--- src/rtl/ttlc_pkg.sv ---
// Shared types and constants, hash constants among them, for the tiled texture LRU cache.
// No dependencies.
package ttlc_pkg;

   localparam int NUM_SETS_DEF = 256;
   localparam int NUM_WAYS_DEF = 4;

   localparam int OFS_W = 24;
   localparam int TW_W = 16;
   localparam int TAG_W = 24;
   localparam int CFG_W = 9;

   localparam logic [31:0] HASH_MUL = 32'h045d9f3b;
   localparam int HASH_SHIFT = 16;

   localparam logic CSR_BLOCK_WIDTH = 1'b0;
   localparam logic CSR_BLOCK_HEIGHT = 1'b1;

   // Commands from the controller to the datapath.
   typedef struct packed {
      logic load;      // capture a request
      logic div_start; // start a division
      logic [1:0] div_sel; // which division to run
      logic calc_tile; // start the tile multiply
      logic calc_tag;  // add the first block
      logic hash1;     // hash steps
      logic mod_mul;   // reciprocal multiply of the set reduction
      logic hash3;
      logic mod_sub;   // remainder of the set reduction
      logic hash5;
      logic rd_set;    // read the set
      logic wr_set;    // write back the set and register the result
      logic clr_step;  // clearing pass write
   } cmd_type;

   typedef struct packed {
      logic div_done;
      logic clr_last;
   } sts_type;

   localparam logic [1:0] DIV_ROW = 2'd0; // offset / width
   localparam logic [1:0] DIV_TPR = 2'd1; // (width + bw - 1) / bw
   localparam logic [1:0] DIV_RBH = 2'd2; // row / bh
   localparam logic [1:0] DIV_CBW = 2'd3; // col / bw

endpackage

--- src/rtl/ttlc_ctrl.sv ---
// Sequencer for the texture cache: clearing pass, divisions, hash, set update.
// Depends on ttlc_pkg.
module ttlc_ctrl (
   input  logic              clock,
   input  logic              reset,
   input  logic              req_valid,
   output logic              req_stall,
   output logic              rsp_valid,
   input  logic              rsp_stall,
   output ttlc_pkg::cmd_type cmd,
   input  ttlc_pkg::sts_type sts
);

   typedef enum logic [13:0] {
      ST_CLEAR = 14'b00000000000001,
      ST_IDLE  = 14'b00000000000010,
      ST_DIV   = 14'b00000000000100,
      ST_WAIT  = 14'b00000000001000,
      ST_TILE  = 14'b00000000010000,
      ST_TAG   = 14'b00000000100000,
      ST_H1    = 14'b00000001000000,
      ST_MUL   = 14'b00000010000000,
      ST_H3    = 14'b00000100000000,
      ST_H5    = 14'b00001000000000,
      ST_RD    = 14'b00010000000000,
      ST_WR    = 14'b00100000000000,
      ST_OUT   = 14'b01000000000000,
      ST_SUB   = 14'b10000000000000
   } state_type;

   state_type state_ff, state_in;
   logic [1:0] sel_ff, sel_in;
   logic rsp_valid_ff, rsp_valid_in;

   always_comb begin
      state_in = state_ff;
      sel_in = sel_ff;
      rsp_valid_in = rsp_valid_ff;
      cmd = '0;
      cmd.div_sel = sel_ff;
      req_stall = 1'b1;
      if (rsp_valid_ff && !rsp_stall) rsp_valid_in = 1'b0;
      case (state_ff)
         ST_CLEAR: begin
            cmd.clr_step = 1'b1;
            if (sts.clr_last) state_in = ST_IDLE;
         end
         ST_IDLE: begin
            req_stall = rsp_valid_ff && rsp_stall;
            if (req_valid && !req_stall) begin
               cmd.load = 1'b1;
               sel_in = ttlc_pkg::DIV_ROW;
               state_in = ST_DIV;
            end
         end
         ST_DIV: begin
            cmd.div_start = 1'b1;
            state_in = ST_WAIT;
         end
         ST_WAIT: begin
            if (sts.div_done) begin
               if (sel_ff == ttlc_pkg::DIV_CBW) begin
                  state_in = ST_TILE;
               end else begin
                  sel_in = sel_ff + 2'd1;
                  state_in = ST_DIV;
               end
            end
         end
         ST_TILE: begin
            cmd.calc_tile = 1'b1;
            state_in = ST_TAG;
         end
         ST_TAG: begin
            cmd.calc_tag = 1'b1;
            state_in = ST_H1;
         end
         ST_H1: begin
            cmd.hash1 = 1'b1;
            state_in = ST_H3;
         end
         ST_H3: begin
            cmd.hash3 = 1'b1;
            state_in = ST_H5;
         end
         ST_H5: begin
            cmd.hash5 = 1'b1;
            state_in = ST_MUL;
         end
         ST_MUL: begin
            cmd.mod_mul = 1'b1;
            state_in = ST_SUB;
         end
         ST_SUB: begin
            cmd.mod_sub = 1'b1;
            state_in = ST_RD;
         end
         ST_RD: begin
            cmd.rd_set = 1'b1;
            state_in = ST_WR;
         end
         ST_WR: begin
            cmd.wr_set = 1'b1;
            state_in = ST_OUT;
         end
         ST_OUT: begin
            if (!(rsp_valid_ff && rsp_stall)) begin
               rsp_valid_in = 1'b1;
               state_in = ST_IDLE;
            end
         end
         default: state_in = ST_IDLE;
      endcase
   end

   always_ff @(posedge clock) begin
      if (reset) begin
         state_ff <= ST_CLEAR;
         sel_ff <= ttlc_pkg::DIV_ROW;
         rsp_valid_ff <= 1'b0;
      end else begin
         state_ff <= state_in;
         sel_ff <= sel_in;
         rsp_valid_ff <= rsp_valid_in;
      end
   end

   assign rsp_valid = rsp_valid_ff;

endmodule

--- config.mk ---
export PLATFORM = sky130hd
export DESIGN_NAME = ttlc_ctrl
export DESIGN_NICKNAME = d
export VERILOG_FILES = /design/src/rtl/ttlc_pkg.sv /design/src/rtl/ttlc_ctrl.sv
export SDC_FILE = /design/constraint.sdc
export NUM_CORES = 1
export LEC_CHECK = 0
export BUFFER_PORTS_ARGS = -buffer_cell sky130_fd_sc_hd__buf_2
export CAP_MARGIN = 30
export CORE_MARGIN = 4
export CORE_UTILIZATION = 30
export CTS_BUF_LIST = sky130_fd_sc_hd__clkbuf_8
export DETAILED_ROUTE_END_ITERATION = 12
export SLEW_MARGIN = 5
export SYNTH_ARGS = -nofsm -noshare
export SYNTH_HDL_FRONTEND = slang
export SYNTH_SLANG_ARGS = --single-unit
--- constraint.sdc ---
create_clock -name clock -period 1.7 [get_ports clock]
set_clock_uncertainty 0.05 [all_clocks]
set_input_delay 0.17 -clock clock [delete_from_list [all_inputs] [get_ports clock]]
set_output_delay 0.17 -clock clock [all_outputs]
set_load 0.05 [all_outputs]
* Word-level counts from Yosys, hierarchy flattened
Index checks and enable logic that the tools add are counted.
** Word-level totals
- Output and inout port bits :: 16
- Register bits :: 17
- Logic and storage cells :: 59
- Input port bits :: 6
** Cells by class
- Add/subtract/negate cells :: 1
- Multiplexer cells :: 27
- Reduce and logical (&&, ||, !) cells :: 8
- Eq/ne operators :: 20
** Operator list (count)
- $pmux 14 s14 :: 1
- $mux 14 :: 4
- $mux 1 :: 17
- $eq 14x1->1 const B :: 1
- $eq 14x10->1 const B :: 1
- $eq 14x11->1 const B :: 1
- $eq 14x12->1 const B :: 1
- $eq 14x13->1 const B :: 1
- $eq 14x14->1 const B :: 1
- $eq 14x2->1 const B :: 1
- $eq 14x3->1 const B :: 1
- $eq 14x4->1 const B :: 1
- $eq 14x5->1 const B :: 1
- $eq 14x6->1 const B :: 1
- $eq 14x7->1 const B :: 1
- $eq 14x8->1 const B :: 1
- $eq 14x9->1 const B :: 1
- $ne 2x2->1 const B :: 5
- $reduce_and 4->1 :: 2
- $mux 2 :: 3
- $mux 5 :: 1
- $pmux 2 s2 :: 1
- $logic_and 1x1->1 :: 3
- $add 2x1->2 const B :: 1
- other kinds (3) :: 4

* Longest topological paths before layout
Gate-level depths: netlist (run 1).
- Depth in word-level cells :: 5
- Mapped depth :: 6
- Depth with buffers taken out :: 6

* Least setup slack after synthesis (run 1)
No wires, ideal clock.
- Kind :: register to register
- Start point :: register state_ff[8]
- End point :: register state_ff[13]
- Data required time :: 1.588 ns
- Slack :: -0.253 ns
- Cell stages (with the launch flop) :: 6
- Library setup time :: 0.062 ns
- Path buffers :: 0
- Arrival :: 1.840 ns
- Clock period less this slack :: 1.953 ns
- Cell sequence :: dfxtp_1 nor4_4 nand3_2 nor3_2 and3b_1 and4_1
** On the way
- Word-level cells in the longest chain between the ends :: 3
- Elaborated cells on any way between the ends :: 20
- Those cells by class :: eq/ne: 18; mux: 1; reduce/logical: 1
** Ends and longest elaborated chain
- start, declared :: RTL line ttlc_ctrl.sv:31 : state_type state_ff, state_in;
- start signal, assigned :: RTL line ttlc_ctrl.sv:122 : state_ff <= state_in;
- $eq 14x13->1 (tied with other cells) :: RTL line ttlc_ctrl.sv:43 : case (state_ff)
- $ne 2x2->1 (no line)
- $reduce_and 4->1 (no line)
Parallel ways exist; a longest one is shown, timed or not.
A chain may end at the register's enable or synchronous reset.

==> results of run 1 <==
==> per-stage QoR <==
step | total power [mW] | setup WS, ns | hold WS, ns | area [um^2]
6_report | 1.053 | -0.2686 | 0.1390 | 1978
5_1_grt | 1.087 | -0.3686 | 0.1571 | 1978
4_1_cts | 1.011 | -0.2078 | 0.1405 | 1832
3_5_place_dp | 0.6232 | -0.1048 | 0.4000 | 1454
3_3_place_gp | 0.6165 | -0.07510 | 0.3973 | 1454
2_1_floorplan | 0.5440 | -0.1383 | 0.1891 | 1054
==> registers in the layout, indices dropped and copies added (netlist names) <==
signal     flops
rsp_valid      1
state_ff      14
sel_ff         2
==> per-layer routing <==
layer	vias up	wire, um	global-route usage [%]
met3	13	123	2.211
met5	-	0	0
met4	0	129	12.69
li1	551	-	-
met2	29	1906	31.60
met1	556	1482	20.18
==> cell type report <==
type | count | area [um^2] | area share (%)
inverters | 6 | 33.78 | 1.708
multi-input cells | 90 | 887.1 | 44.84
clock inverters | 1 | 5.005 | 0.2530
repair buffers | 66 | 595.6 | 30.11
well taps | 44 | 55.05 | 2.783
flip-flops and latches | 17 | 360.3 | 18.22
clock buffers | 3 | 41.29 | 2.087
==> repair_timing <==
item | CTS | global route
setup endpoints to repair | 21 | 27
resized for setup | 73 | 25
pin swaps | 15 | 10
buffers inserted | 9 | 5
==> cell usage after synthesis, types with 3 or more instances <==
cell      instances  area share, %
dfxtp_1          17             33
nand3b_1          3            2.2
nand3_1           5            2.5
inv_1             6            2.2
and4_1            3            2.6
nor3_1            4            2.0
nand3_2           3            2.9
and3b_1           3            2.6
nor2_1           21            7.7
a21oi_1           3            1.5
nand2_1           5            1.8
==> power by group <==
group          leakage, nW  switching (mW)  internal [mW]
registers            0.143          0.0140          0.404
logic                0.656           0.159          0.156
clock network       0.0255           0.157          0.163
total                0.825           0.330          0.723
==> worst paths after layout <==
check,from,to,slack (ns),depth (start not counted)
max reg2reg,state_ff[4]$_SDFFE_PP0P_,state_ff[7]$_SDFFE_PP0P_,-0.19,9
min reg2reg,sel_ff[1]$_SDFFE_PP0P_,sel_ff[1]$_SDFFE_PP0P_,0.49,2
max,state_ff[1]$_SDFFE_PP0P_,cmd[5],-0.27,7
min,reset,sel_ff[1]$_SDFFE_PP0P_,0.14,2
==> cells by family after synthesis <==
group	after synthesis	share of synthesized area, %
fa+ha+maj	1	1.225
mux	2	1.961
xor+xnor	3	2.574
compound gates	15	12.99
flops	17	33.33
buf+inv	6	2.206
simple gates	69	45.71
==> key figures, run 1 <==
Synthesis
  – Synthesized flop and latch total: 17
  – Mapped Cells: 113
  – Ys Warns: 0
  – FFs w/ async S/R, synth: 0%
  – Syn nets: 120
  – Synth Flop Type: dfxtp_1
  – Mapped Avg Cell Area: 9.035 um^2
  – Mapped cell area: 1021 um^2
  – Post-synth EDFFs: 0
  – Yosys cell types: 41
  – Sequential fraction of the synthesis area: 33.33%

Place
  – Final RePlAce weighted congestion: 0.8764
  – Placed cell count: 210
  – Detailed Place HPWL: 2245 um
  – PortBufs: 21

Routing
  – Total number of vias: 1149
  – Final WL: 3642 um
  – DR iter-0 viols: 31
  – ANT nets after route: 0
  – Drt pass-1 iters: 4
  – Residual DRC: 0
  – Post-DR vias/cell: 5.062
  – Routed len/inst: 16.04 um

Global route
  – Global-route wire length before repair: 6078 um
  – Number of global-route vias before repair: 1267
  – Total gr overflow: 0
  – Largest net degree at the start of global routing: 11
  – Initial antenna violation count: 0
  – GRT Total Usage: 18.16%

Worst hold path
  – Class of the worst hold path: in -> reg

Floorplanning
  – Core ar.: 3153 um^2
  – Initial Utilization: 32.38%
  – Std cell rows: 20
  – Chip height: 66.34 um
  – I/O pin count: 22
  – Die width: 66.34 um
  – Die area: 4400 um^2

Timing
  – Slew HR: 69.28%
  – Setup Viol. Count Final: 26
  – Fmax: 508.0 MHz
  – Minimum clock period: 1.969 ns
  – PnR worst setup slack: -0.2686 ns
  – Period Utilization, post-route: 115.8%
  – Slew Viols, Final: 0
  – Fin. Hold Viols: 0
  – Worst-Margin Slew: 0.4598 ns
  – Setup TNS: -4.145 ns
  – RSZ-0062 raised after global routing: true

Setup path
  – CP max-delay cell: dfxtp_2
  – Crit end category: output pin
  – Most common cell on crit path: nor4_4
  – Critical path class: reg -> out
  – CP peak stage delay: 0.35 ns
  – Crit path cell chain: nor4_4 > nand2_2 > nor4_4 > buf_4 > nand3_4 > clkinvlp_4 > buf_8
  – Worst-path fanout max: 3
  – Crit-path leading delay family: simple AND/OR/NAND/NOR gates
  – Worst path bufs/invs: 3
  – Crit path launch type: flop
  – Data arrival, critical path: 1.75 ns
  – Worst EP required: 1.48 ns

Power
  – P_leak: 0.8249 nW
  – VDD IR-drop max: 0.0003220 V
  – Cell area power density: 532.4 nW/um^2

Clocking
  – CTS sink cnt: 17
  – Clk pin slew, worst setup/hold paths: 0.07 ns
  – Htree depth: 1
  – Clk root buf: clkbuf_8
  – Worst skew pair latency: 0.26 ns
  – Max Root-Sink Buffers: 2
  – Hold Buf Count CTS: 0
  – CTS buffer count: 3
  – CTS tree: yes

Cells and area
  – Fin cells: 227
  – Most frequent cells in the layout: 35 x buf_4, 14 x buf_6, 13 x nor2_1
  – Nets@finish: 191
  – Final core utilization: 62.74%
  – Share of layout cells above drive strength 1: 71.04%
  – Fill cells: 261
  – Number of diodes: 0
  – Area Overhead vs Synth: 93.75%
  – Most common cell after layout, fill and taps aside: buf_4

Outcome
  – Violated checks: negative setup slack
  – Outcome: complete, but fails checks

Job
  – Max-cap violation count: 0
Power figures use the tool's default switching activity.
==> inputs of run 2 (changes only) <==
Settings changed: CTS_BUF_LIST sky130_fd_sc_hd__clkbuf_8 to sky130_fd_sc_hd__clkbuf_4.
==> key figures, run 2 (synthesis gave the netlist of run 1 again) <==
Global route
  – Met1 GRT Util: 20.10% (-0.081 points)
  – Global-route wire length before repair: 5768 um (-5.1%)
  – Total gr overflow: 0 (unchanged)
  – GRT busiest layer: met2
  – Largest net degree at the start of global routing: 11 (unchanged)
  – Met3 Usage GRT: 2.551% (+0.34 points)
  – Number of global-route vias before repair: 1231 (-2.8%)
  – GRT Total Usage: 16.93% (-1.2 points)
  – Initial antenna violation count: 0 (unchanged)
  – GR Util met2: 29.00% (-2.6 points)

Setup path
  – Crit end category: output pin
  – Critical path class: reg -> out
  – Worst-path fanout max: 2 (-1)
  – Data arrival, critical path: 1.77 ns (+0.02 ns)
  – Crit path launch type: flop
  – Flop2flop setup slack: -0.18 ns (about the same)
  – CP peak stage delay: 0.35 ns (about the same)
  – Crit path cell chain: nor4_4 > nand2_2 > buf_4 > buf_6 > buf_4 > nor2_4 > buf_8
  – Worst EP required: 1.48 ns (about the same)
  – Most common cell on crit path: buf_4
  – CP max-delay cell: dfxtp_2

Place
  – Final RePlAce weighted congestion: 0.8764 (unchanged)
  – PortBufs: 21 (unchanged)
  – Detailed Place HPWL: 2245 um (unchanged)

Outcome
  – Outcome: complete, but fails checks
  – Violated checks: negative setup slack

Worst hold path
  – Class of the worst hold path: in -> reg

Floorplanning
  – Std cell rows: 20 (unchanged)
  – Core ar.: 3153 um^2 (unchanged)
  – Initial Utilization: 32.38% (unchanged)
  – I/O pin count: 22 (unchanged)
  – Die area: 4400 um^2 (unchanged)
  – Chip height: 66.34 um (unchanged)
  – Die width: 66.34 um (unchanged)

Routing
  – Residual DRC: 0 (unchanged)
  – Drt pass-1 iters: 4 (unchanged)
  – Total number of vias: 1156 (+0.61%)
  – Final WL: 3401 um (-6.6%)
  – DR iter-0 viols: 23 (-26%)
  – Routed len/inst: 15.12 um (-5.8%)
  – ANT nets after route: 0 (unchanged)
  – Post-DR vias/cell: 5.138 (+1.5%)

Cells and area
  – Share of layout cells above drive strength 1: 67.96% (-3.1 points)
  – Final core utilization: 60.48% (-2.3 points)
  – Most common cell after layout, fill and taps aside: buf_4
  – Nets@finish: 189 (-1.0%)
  – Most frequent cells in the layout: 32 x buf_4, 15 x buf_6, 14 x nor2_1
  – Number of diodes: 0 (unchanged)
  – Max FFs per register: 14 (unchanged)
  – Top reg by flops: state_ff
  – Area Overhead vs Synth: 86.76%

Job
  – Max-cap violation count: 0 (unchanged)

Timing
  – Minimum clock period: 1.991 ns (+0.02268 ns)
  – Worst-Margin Slew: 0.4644 ns (+0.004612 ns)
  – Fmax: 502.2 MHz (-1.1%)
  – Slew HR: 68.97% (-0.31 points)
  – Worst hold slack: 0.09343 ns (-0.04561 ns)
  – RSZ-0062 raised after global routing: true
  – Setup Viol. Count Final: 26 (unchanged)
  – PnR worst setup slack: -0.2912 ns (-0.02268 ns)
  – Period Utilization, post-route: 117.1% (+1.3 points)
  – Fin. Hold Viols: 0 (unchanged)
  – Slew Viols, Final: 0 (unchanged)

Power
  – VDD IR-drop max: 0.0002700 V (-16%)
  – Cell area power density: 504.8 nW/um^2 (-5.2%)
  – P_leak: 0.8002 nW (-3.0%)

Clocking
  – Clk pin slew, worst setup/hold paths: 0.11 ns (+0.04 ns)
  – Worst skew pair latency: 0.30 ns (+0.04 ns)
  – CTS buffer count: 3 (unchanged)
  – CTS sink cnt: 17 (unchanged)
  – Hold Buf Count CTS: 0 (unchanged)
  – Htree depth: 1 (unchanged)
  – CTS tree: yes
  – Max Root-Sink Buffers: 2 (unchanged)
  – Clk root buf: clkbuf_4
-- run 2: cell types whose count changed in the layout (fill, tap and decap cells not counted), sizes merged --
cell and delta:
buf -2
-- run 2: path summary, 6_finish.rpt --
kind	from	to	cells after the start
worst min register to register	sel_ff[1]$_SDFFE_PP0P_	sel_ff[1]$_SDFFE_PP0P_	2
worst max register to register	state_ff[4]$_SDFFE_PP0P_	state_ff[1]$_SDFFE_PP0P_	7
worst max-delay path	state_ff[4]$_SDFFE_PP0P_	cmd[1]	7
worst min-delay path	reset	state_ff[12]$_SDFFE_PP0P_	2
-- run 2: cell type report --
class	instances	area, um^2
inverter	6	33.78
timing repair buffer	64	584.3
multi-input combinational	90	850.8
tap	44	55.05
sequential	17	355.3
clock inverter	1	5.005
clock buffer	3	22.52
fill	272	1246
-- run 2: per-layer routing --
metal | vias to the layer above | wire length, um | part of all wire, %
li1 | 556 | - | -
met1 | 556 | 1375 | 40
met2 | 38 | 1794 | 53
met3 | 6 | 168 | 4.9
met4 | 0 | 62 | 1.8
met5 | - | 0 | 0
-- run 2: worst max-delay path, delay by kind of cell, from the launching register on --
family	cells	cell delay (ns)
buf+inv	4	0.54
flops	1	0.35
simple gates	3	0.57
-- run 2: what timing repair did --
item                                    CTS  global route
resized for setup                        62            29
setup buffers                             9             4
endpoints found under the setup margin   21            27
pin swaps                                14            11
-- run 2: where the power goes --
part           total (mW)  internal [mW]  leakage [nW]  switching, mW
registers           0.418          0.406         0.142         0.0125
clock network       0.231         0.0877        0.0177          0.144
logic               0.313          0.161         0.640          0.153
-- run 2: stage by stage --
step | cells | total power, mW | area (um^2) | TNS (ns) | setup WS (ns)
4_1_cts | 223 | 0.9215 | 1775 | -3.374 | -0.2595
5_1_grt | 225 | 1.010 | 1907 | -6.309 | -0.4038
3_5_place_dp | 210 | 0.6232 | 1454 | -0.7042 | -0.1048
2_1_floorplan | 113 | 0.5440 | 1054 | -0.4426 | -0.1383
6_report | 225 | 0.9626 | 1907 | -4.098 | -0.2912
3_3_place_gp | 210 | 0.6165 | 1454 | -0.2976 | -0.07510
